$ cat src/mbe_pkg.sv
// Package for the modular binomial engine.
// Holds the modulus, field widths, codes and shared structs; no dependencies.
`default_nettype none
package mbe_pkg;
   localparam int TABLE_DEPTH = 4096;
   localparam int IDX_W = $clog2(TABLE_DEPTH);
   localparam int VAL_W = 30;
   localparam int STAT_W = 2;
   localparam logic [VAL_W-1:0] PRIME = 30'd998244353;
   localparam logic [VAL_W-1:0] INV_EXP = 30'd998244351;
   localparam int MUL_STEPS = VAL_W;
   localparam int CNT_W = $clog2(MUL_STEPS);

   localparam logic ACT_BUILD = 1'b0;
   localparam logic ACT_QUERY = 1'b1;

   localparam logic [STAT_W-1:0] STAT_OK = 2'd0;
   localparam logic [STAT_W-1:0] STAT_NOT_BUILT = 2'd1;
   localparam logic [STAT_W-1:0] STAT_RANGE = 2'd2;

   typedef struct packed {
      logic             start;
      logic [VAL_W-1:0] op_a;
      logic [VAL_W-1:0] op_b;
   } mul_req_type;

   typedef struct packed {
      logic              valid;
      logic [VAL_W-1:0]  value;
      logic [STAT_W-1:0] status;
   } result_type;
endpackage
`default_nettype wire

$ cat src/mbe_modmul.sv
// Bit-serial modular multiplier, one multiplier bit per cycle, modulo PRIME.
// Depends on mbe_pkg.
`default_nettype none
module mbe_modmul (
   input  wire logic                         clock,
   input  wire logic                         reset,
   input  wire mbe_pkg::mul_req_type         mul_req,
   output logic                              mul_done,
   output logic [mbe_pkg::VAL_W-1:0]         mul_result
);
   logic [mbe_pkg::VAL_W-1:0] a_ff, b_ff, acc_ff, acc_in;
   logic [mbe_pkg::CNT_W-1:0] cnt_ff;
   logic                      busy_ff, done_ff;
   logic [mbe_pkg::VAL_W:0]   dbl, red1, sum;

   always_comb begin
      dbl  = {acc_ff, 1'b0};
      red1 = (dbl >= {1'b0, mbe_pkg::PRIME}) ? dbl - {1'b0, mbe_pkg::PRIME} : dbl;
      sum  = red1 + (b_ff[mbe_pkg::VAL_W-1] ? {1'b0, a_ff} : '0);
      acc_in = (sum >= {1'b0, mbe_pkg::PRIME}) ?
               mbe_pkg::VAL_W'(sum - {1'b0, mbe_pkg::PRIME}) : mbe_pkg::VAL_W'(sum);
   end

   always_ff @(posedge clock) begin
      if (reset) begin
         busy_ff <= 1'b0;
         done_ff <= 1'b0;
      end else begin
         done_ff <= 1'b0;
         if (mul_req.start) begin
            a_ff    <= mul_req.op_a;
            b_ff    <= mul_req.op_b;
            acc_ff  <= '0;
            cnt_ff  <= mbe_pkg::CNT_W'(mbe_pkg::MUL_STEPS - 1);
            busy_ff <= 1'b1;
         end else if (busy_ff) begin
            acc_ff <= acc_in;
            b_ff   <= {b_ff[mbe_pkg::VAL_W-2:0], 1'b0};
            cnt_ff <= cnt_ff - 1'b1;
            if (cnt_ff == '0) begin
               busy_ff <= 1'b0;
               done_ff <= 1'b1;
            end
         end
      end
   end

   assign mul_done   = done_ff;
   assign mul_result = acc_ff;
endmodule
`default_nettype wire

$ cat config.mk
export PLATFORM = sky130hd
export DESIGN_NAME = mbe_modmul
export DESIGN_NICKNAME = d
export VERILOG_FILES = /design/src/mbe_pkg.sv /design/src/mbe_modmul.sv
export SDC_FILE = /design/constraint.sdc
export NUM_CORES = 1
export LEC_CHECK = 0
export ABC_AREA = 1
export BUFFER_PORTS_ARGS = -buffer_cell sky130_fd_sc_hd__buf_2
export CELL_PAD_IN_SITES_DETAIL_PLACEMENT = 2
export CELL_PAD_IN_SITES_GLOBAL_PLACEMENT = 2
export CORE_MARGIN = 3
export CORE_UTILIZATION = 33
export CTS_CLUSTER_DIAMETER = 50
export DETAILED_ROUTE_END_ITERATION = 6
export HOLD_SLACK_MARGIN = 0.06
export PLACE_DENSITY_LB_ADDON = 0.1
export SYNTH_ARGS = -nofsm -noshare
export SYNTH_HDL_FRONTEND = slang
export SYNTH_SLANG_ARGS = --single-unit
$ cat constraint.sdc
create_clock -name clock -period 4.8 [get_ports clock]
set_clock_uncertainty 0.15 [all_clocks]
set_input_delay 0.24 -clock clock [delete_from_list [all_inputs] [get_ports clock]]
set_output_delay 0.24 -clock clock [all_outputs]
set_load 0.005 [all_outputs]
==> metrics.csv, run 1 <==
stage,metric,value,unit
floorplan,initial_utilization,0.337,
placement,pre_cts_slack,-0.558,ns
floorplan,die_x,167,um
outcome,stop_stage,clock tree synthesis,
cts,clock_path_buffers,2,
synth,yosys_warnings,0,
placement,globalplace.congestion,0.887,
cts,cts-root-buf,clkbuf_16,
floorplan,fp.dieH,167,um
placement,hpwl,31500,um
synth,synth_seq_cells,97,
synth,synthFlopType,edfxtp_1,
cts,cts.sinks,97,
floorplan,ios,94,
synth,synth-seq-area-share,0.340,
synth,syn_area_per_cell,6.38,sq um
floorplan,rows,58,
outcome,status,aborted with a tool error,
synth,ys_async_sr_fraction,0,
synth,synth_area,8510,sq um
cts,cts_buffers,9,
cts,htree_levels,3,
outcome,tool.error,[ERROR DPL-0033] detailed placement checks failed during check placement.,
synth,netlist_instances,1333,
synth,synth_cell_types,39,
cts,postCtsHoldBufs,60,
synth,synth_edf_count,95,
cts,cts_resized,379,
synth,syn_nets,1431,
cts,post_cts_buffers,60,
placement,port_buffers,93,
-- logic make-up after synthesis --
logic type	count (synthesis)	synth area share
and+or+nand+nor	838	0.416
buffers and inverters	277	0.126
DFF	97	0.340
AOI/OAI and AO/OA	57	0.0356
xor gates and xnor gates	29	0.0298
adders and majority gates	35	0.0523
-- per-stage QoR --
step                hold WS, ns  area (sq um)  std cells
floorplan                 0.168          8510       1333
global placement          0.266         10700       1923
detailed placement        0.269         10700       1923
-- synthesized netlist by cell type, types with 3 or more instances --
| library cell | number | area share |
|---|---|---|
| inv_2 | 5 | 0.0022 |
| nand3b_1 | 5 | 0.0044 |
| o21ai_0 | 4 | 0.0024 |
| nor2_2 | 7 | 0.0051 |
| nand3_1 | 98 | 0.058 |
| nor3_1 | 16 | 0.0094 |
| nand2_2 | 6 | 0.0044 |
| xnor2_1 | 5 | 0.0051 |
| and2_1 | 6 | 0.0044 |
| nand3_2 | 5 | 0.0059 |
| xor2_1 | 24 | 0.025 |
| nand2_1 | 511 | 0.23 |
| nor2_4 | 4 | 0.0053 |
| nor2_1 | 143 | 0.063 |
| inv_1 | 252 | 0.11 |
| edfxtp_1 | 95 | 0.34 |
| a21oi_1 | 48 | 0.028 |
| nand4_1 | 24 | 0.018 |
| buf_1 | 3 | 0.0013 |
| or2_2 | 3 | 0.0022 |
| nor4_1 | 3 | 0.0022 |
| clkbuf_1 | 9 | 0.0040 |
| buf_6 | 4 | 0.0053 |
| ha_1 | 34 | 0.050 |
==> inputs of run 2 (changes only) <==
==> config.mk (replaced) <==
export PLATFORM = sky130hd
export DESIGN_NAME = mbe_modmul
export DESIGN_NICKNAME = d
export VERILOG_FILES = /design/src/mbe_pkg.sv /design/src/mbe_modmul.sv
export SDC_FILE = /design/constraint.sdc
export NUM_CORES = 1
export LEC_CHECK = 0
export ABC_AREA = 1
export BUFFER_PORTS_ARGS = -buffer_cell sky130_fd_sc_hd__buf_2
export CORE_MARGIN = 3
export CORE_UTILIZATION = 40
export DETAILED_ROUTE_END_ITERATION = 6
export PLACE_DENSITY_LB_ADDON = 0.15
export SYNTH_ARGS = -nofsm -noshare
export SYNTH_HDL_FRONTEND = slang
export SYNTH_SLANG_ARGS = --single-unit
==> metrics.csv, run 2 <==
stage,metric,value,unit
cts,clock_path_buffers,2,
final_layout,fin_nets,1763,
min_path,worst_hold_path_type,input port to register,
floorplan,ios,94,
timing,period_needed,4.73,ns
setup_path,crit_path_max_fanout,6,
final_layout,layout.cells.most_common,nand2_1,
synth,synth.area.top_cells,"edfxtp_1, nand2_1, inv_1, nor2_1, nand3_1",
detailed_routing,viasPerCell,4.93,
setup_path,cp-start-kind,register,
cts,clk_latency,0.38,ns
synth,yosysTopAreaCell,edfxtp_1,
placement,hpwl,21400,um
flow_run,maxCapViolations,0,
timing,fmax,212,MHz
synth,netlist_instances,1333,
synth,synth.mux.area_fraction,0,
setup_path,crit_arrival,4.70,ns
detailed_routing,drt_pass1_iterations,5,
outcome,status,"finished, violations left",
global_routing,first_global_vias,8452,
synth,synthFlopType,edfxtp_1,
setup_path,cpPeakStageDelay,0.47,ns
synth,ys_top_cells_by_count,"nand2_1, inv_1, nor2_1, nand3_1, edfxtp_1",
synth,synth_cell_types,39,
final_layout,area_delta_synth_final,54.8,%
timing,slew_headroom,0.272,
detailed_routing,ant_nets,0,
setup_path,worstPathRequired,4.77,ns
detailed_routing,routedWlPerCell,15.2,um
timing,fin_crit_sh,0.985,
floorplan,core,20600,sq um
timing,tns,0,ns
synth,synthXorXnorAreaFrac,0.0298,
power_and_ir_drop,vdd_drop_max,193,uV
outcome,violations,negative hold slack,
synth,yosysMostFrequentCell,nand2_1,
synth,yosys_warnings,0,
global_routing,grt_overflow_total,0,
setup_path,end_kind,register,
cts,htree_levels,3,
detailed_routing,drt_iter0_markers,631,
floorplan,die_x,152,um
cts,cts_tree,built,
cts,cts-root-buf,clkbuf_16,
synth,synth-simple-area-share,0.416,
synth,synth_seq_cells,97,
timing,final-hold-violation-count,2,
final_layout,antenna_cells,0,
synth,synth.top_cell.area_share,0.335,
detailed_routing,totalWireLength,29600,um
setup_path,crit_slowest_cell,edfxtp_1,
synth,synth_top_family_by_area,simple AND/OR/NAND/NOR gates,
timing,hold_slack,-0.00310,ns
global_routing,grt_max_degree,59,
final_layout,mostFrequentLayoutCells,"nand2_1, inv_1, buf_4",
floorplan,initial_utilization,0.414,
synth,synth_fa_ha_area_frac,0.0523,
setup_path,cp_top_family,simple AND/OR/NAND/NOR gates,
global_routing,track_usage,0.228,
timing,grt_setup_unrepaired,true,
placement,port_buffers,93,
synth,syn_area_per_cell,6.38,sq um
final_layout,utilization,0.641,
placement,globalplace.congestion,0.940,
floorplan,fp.dieH,152,um
timing,worst_pin_slew,1.09,ns
power_and_ir_drop,p_leak,6.62,nW
final_layout,n_fill_cell,1846,
setup_path,path_buf_inv,7,
timing,finalMaxSlewViolations,0,
cts,cts.sinks,97,
detailed_routing,drc_errors,0,
synth,synth_area,8510,sq um
detailed_routing,detailroute.via_count,9564,
global_routing,grt_pass1_wl,42400,um
power_and_ir_drop,power_density,349,nW/um^2
synth,ys_async_sr_fraction,0,
cts,cts_buffers,9,
final_layout,drive_gt1_frac,0.370,
floorplan,design.die.area,23100,sq um
synth,synth-seq-area-share,0.340,
timing,finalSetupViolations,0,
global_routing,antenna_found_initial,0,
power_and_ir_drop,total_power,4.59,mW
synth,synth_edf_count,95,
floorplan,rows,52,
synth,synth-compound-area-share,0.0356,
synth,syn_nets,1431,
setup_path,criticalPathCategory,register to register,
cts,clk_pin_slew_worst_paths,0.08,ns
run 2: cell counts after synthesis:
No cell type changed its count.
run 2: report_power, final:
group	internal [mW]	leakage (nW)	switching [mW]
logic	1.18	5.56	1.57
clock network	0.364	0.138	0.403
registers	1.03	0.925	0.0431
run 2: final timing paths:
path	from	end	slack [ns]	cells after the start
max reg2reg	mul_result[7]	mul_result[14]	0.07	31
min reg2reg	busy_ff	mul_done	0.36	2
min	mul_req[10]	b_ff[10]	-0.003	3
max	mul_result[7]	mul_result[14]	0.07	31
run 2: stage by stage:
stage                     cell area (sq um)  instances  setup slack [ns]
after global placement                10300       1815            -0.348
after global routing                  13200       1940            -0.190
after detailed placement              10300       1815            -0.295
after floorplan                        8510       1333             0.476
final                                 13200       1940            0.0720
after CTS                             11200       1889           0.00114
run 2: worst reg2reg max path, delay by kind of cell, from the launching register on:
family          cells  cell delay (ns)
fa+ha+maj           1             0.32
compound gates      2             0.35
simple gates       20             2.12
xor+xnor            1             0.20
buf+inv             7             0.87
flops               1             0.47
run 2: final cells by class:
type,count,area (sq um),share of cell area
Multi-Input combinational cell,960,6060,0.460
Sequential cell,97,2890,0.220
Timing Repair Buffer,339,2620,0.199
Inverter,258,968,0.0735
Tap cell,270,338,0.0256
Clock buffer,9,225,0.0171
Clock inverter,7,65.1,0.00494
run 2: cells by family (layout without fill, tap and decap cells):
| group | count (synthesis) | in the layout |
|---|---|---|
| AND/OR/NAND/NOR | 838 | 839 |
| buffers and inverters | 277 | 613 |
| flip-flops | 97 | 97 |
| AO/OA/AOI/OAI | 57 | 57 |
| adder cells (fa/ha/maj) | 35 | 35 |
| XOR/XNOR | 29 | 29 |
run 2: routing by layer:
layer | part of all wire | routed length, um | track usage | up-vias
met5 | 0 | 0 | 0 | -
met4 | 0.025 | 750 | 0.0711 | 0
met3 | 0.046 | 1370 | 0.0333 | 46
met2 | 0.48 | 14300 | 0.381 | 248
met1 | 0.45 | 13200 | 0.307 | 4475
li1 | - | - | - | 4795
run 2: timing repair:
item,in CTS,in global routing
pin swaps,3,115
hold buffers,54,0
endpoints found under the setup margin,30,30
endpoints found under the hold margin,54,0
setup buffers,4,45
gates resized for setup,20,358
cloned,0,8
Note: power is estimated with default switching activity, not from simulation.
==> inputs of run 3 (changes only) <==
--- a/config.mk
+++ b/config.mk
@@ -9,6 +9,7 @@
 export BUFFER_PORTS_ARGS = -buffer_cell sky130_fd_sc_hd__buf_2
 export CORE_MARGIN = 3
 export CORE_UTILIZATION = 40
+export CTS_BUF_LIST = sky130_fd_sc_hd__clkbuf_4 sky130_fd_sc_hd__clkbuf_8
 export DETAILED_ROUTE_END_ITERATION = 6
 export PLACE_DENSITY_LB_ADDON = 0.15
 export SYNTH_ARGS = -nofsm -noshare
==> metrics.csv, run 3 (synthesis results as in run 2) <==
stage,metric,value,unit
outcome,status,"finished, final reports clean",
setup_path,crit_top_cell,nand2_1,
floorplan,core,20600,sq um
detailed_routing,detailroute.via_count,9472,
setup_path,criticalPathCategory,register to register,
cts,cts_tree,built,
setup_path,rr_worst_depth,28,
power_and_ir_drop,total_power,4.32,mW
cts,htree_levels,3,
setup_path,startpoint,mul_result[26],
global_routing,grt_pass1_wl,42400,um
power_and_ir_drop,p_int,2.38,mW
placement,port_buffers,93,
timing,grt_setup_unrepaired,true,
min_path,worst_hold_path_type,input port to register,
floorplan,design.die.area,23100,sq um
power_and_ir_drop,netSwitchingFraction,0.449,
power_and_ir_drop,p_leak,6.56,nW
power_and_ir_drop,power_frac_seq,0.249,
timing,fmax,214,MHz
setup_path,worstPathRequired,4.83,ns
min_path,worstHoldEndpoint,cnt_ff[1],
power_and_ir_drop,comb_power_share,0.617,
setup_path,crit_path_max_fanout,7,
global_routing,first_global_vias,8442,
detailed_routing,totalWireLength,29500,um
global_routing,track_usage,0.229,
global_routing,grt_max_degree,59,
detailed_routing,viasPerCell,4.86,
cts,clk_latency,0.41,ns
setup_path,end_kind,register,
floorplan,fp.dieH,152,um
cts,cts.sinks,97,
cts,cts-root-buf,clkbuf_8,
placement,dpl_cell_area,10300,sq um
final_layout,layout.cells.most_common,nand2_1,
detailed_routing,drt_iter0_markers,613,
detailed_routing,drt_pass1_iterations,5,
final_layout,mostFrequentLayoutCells,"nand2_1, inv_1, buf_4",
setup_path,rr_startpoint,mul_result[26],
placement,hpwl,21400,um
final_layout,instances_no_fill,1948,
global_routing,antenna_found_initial,0,
final_layout,utilization,0.630,
timing,slew_headroom,0.275,
timing,tns,0,ns
detailed_routing,ant_nets,0,
global_routing,grt_overflow_total,0,
final_layout,fin_nets,1771,
power_and_ir_drop,pwr-share-clk,0.134,
min_path,min_from,mul_req[60],
setup_path,reg2reg_to,mul_result[27],
min_path,hold-path-cell-count,2,
final_layout,drive_gt1_frac,0.365,
floorplan,initial_utilization,0.414,
timing,fin_crit_sh,0.973,
setup_path,crit_slowest_cell,edfxtp_1,
detailed_routing,routedWlPerCell,15.1,um
flow_run,maxCapViolations,0,
floorplan,die_x,152,um
setup_path,cpPeakStageDelay,0.44,ns
placement,dp.cells,1815,
timing,finalSetupViolations,0,
power_and_ir_drop,power_density,333,nW/um^2
final_layout,antenna_cells,0,
final_layout,fin_area,13000,sq um
power_and_ir_drop,power.switching,1.94,mW
power_and_ir_drop,vdd_drop_max,168,uV
setup_path,cp-start-kind,register,
timing,period_needed,4.67,ns
final_layout,area_delta_synth_final,52.3,%
setup_path,crit_arrival,4.69,ns
setup_path,worst-r2r-setup-slack,0.13,ns
timing,worst_pin_slew,1.08,ns
timing,finalMaxSlewViolations,0,
cts,clock_path_buffers,2,
placement,globalplace.congestion,0.940,
timing,final-hold-violation-count,0,
floorplan,ios,94,
floorplan,rows,52,
cts,clk_pin_slew_worst_paths,0.12,ns
detailed_routing,drc_errors,0,
cts,cts_buffers,9,
[run 3: cell types whose count changed in the layout (fill, tap and decap cells not counted), sizes merged]
cell	previous run	this run
clkbuf	14	15
dlygate4sd3	54	61
[run 3: cell type report]
cell class	instances	area [sq um]
Inverter	258	968
Clock inverter	7	65.1
Sequential cell	97	2890
Tap cell	270	338
Fill cell	1883	7600
Timing Repair Buffer	347	2680
Clock buffer	9	124
Multi-Input combinational cell	960	5890
[run 3: what timing repair did]
| action | in CTS | in global routing |
|---|---|---|
| buffers inserted | 5 | 44 |
| pin swaps | 3 | 118 |
| hold buffers | 61 | 0 |
| gates cloned | 0 | 9 |
| hold endpoints to repair | 61 | 0 |
| endpoints found under the setup margin | 30 | 30 |
| resized for setup | 19 | 332 |
[run 3: routing by layer]
metal / share of wire / vias to the layer above / wire, um / track usage
li1: - / 4809 / - / -
met4: 0.028 / 0 / 829 / 0.0783
met5: 0 / - / 0 / 0
met1: 0.45 / 4373 / 13200 / 0.310
met3: 0.046 / 42 / 1350 / 0.0296
met2: 0.48 / 248 / 14100 / 0.380
[run 3: how the worst max path moves through the flow]
stage                     cells after the start              to
after floorplan                              29  mul_result[13]
after global placement                       33  mul_result[19]
after detailed placement                     27  mul_result[19]
after CTS                                    34  mul_result[19]
after global routing                         35  mul_result[26]
final                                        28  mul_result[27]
[run 3: power by group through the flow]
stage / registers, mW / logic (mW) / clock network, mW
3_3_place_gp: 1.09 / 1.83 / 0
3_5_place_dp: 1.09 / 1.84 / 0
4_1_cts: 1.07 / 1.92 / 0.584
6_report: 1.07 / 2.67 / 0.579
5_1_grt: 1.08 / 2.87 / 0.615
2_1_floorplan: 1.10 / 1.10 / 0
[run 3: worst max-delay path: cells and delay by family, from the launching register on]
family          cells  cell delay, ns
simple gates       18            2.23
xor+xnor            1            0.18
compound gates      1            0.19
fa+ha+maj           1            0.38
flops               1            0.44
buf+inv             7            0.87
[run 3: through the flow]
| step | hold slack [ns] | setup slack [ns] |
|---|---|---|
| 6_report | 0.311 | 0.131 |
| 4_1_cts | 0.316 | 0.00713 |
| 3_3_place_gp | 0.266 | -0.348 |
| 2_1_floorplan | 0.168 | 0.476 |
| 5_1_grt | 0.352 | -0.117 |
| 3_5_place_dp | 0.268 | -0.295 |
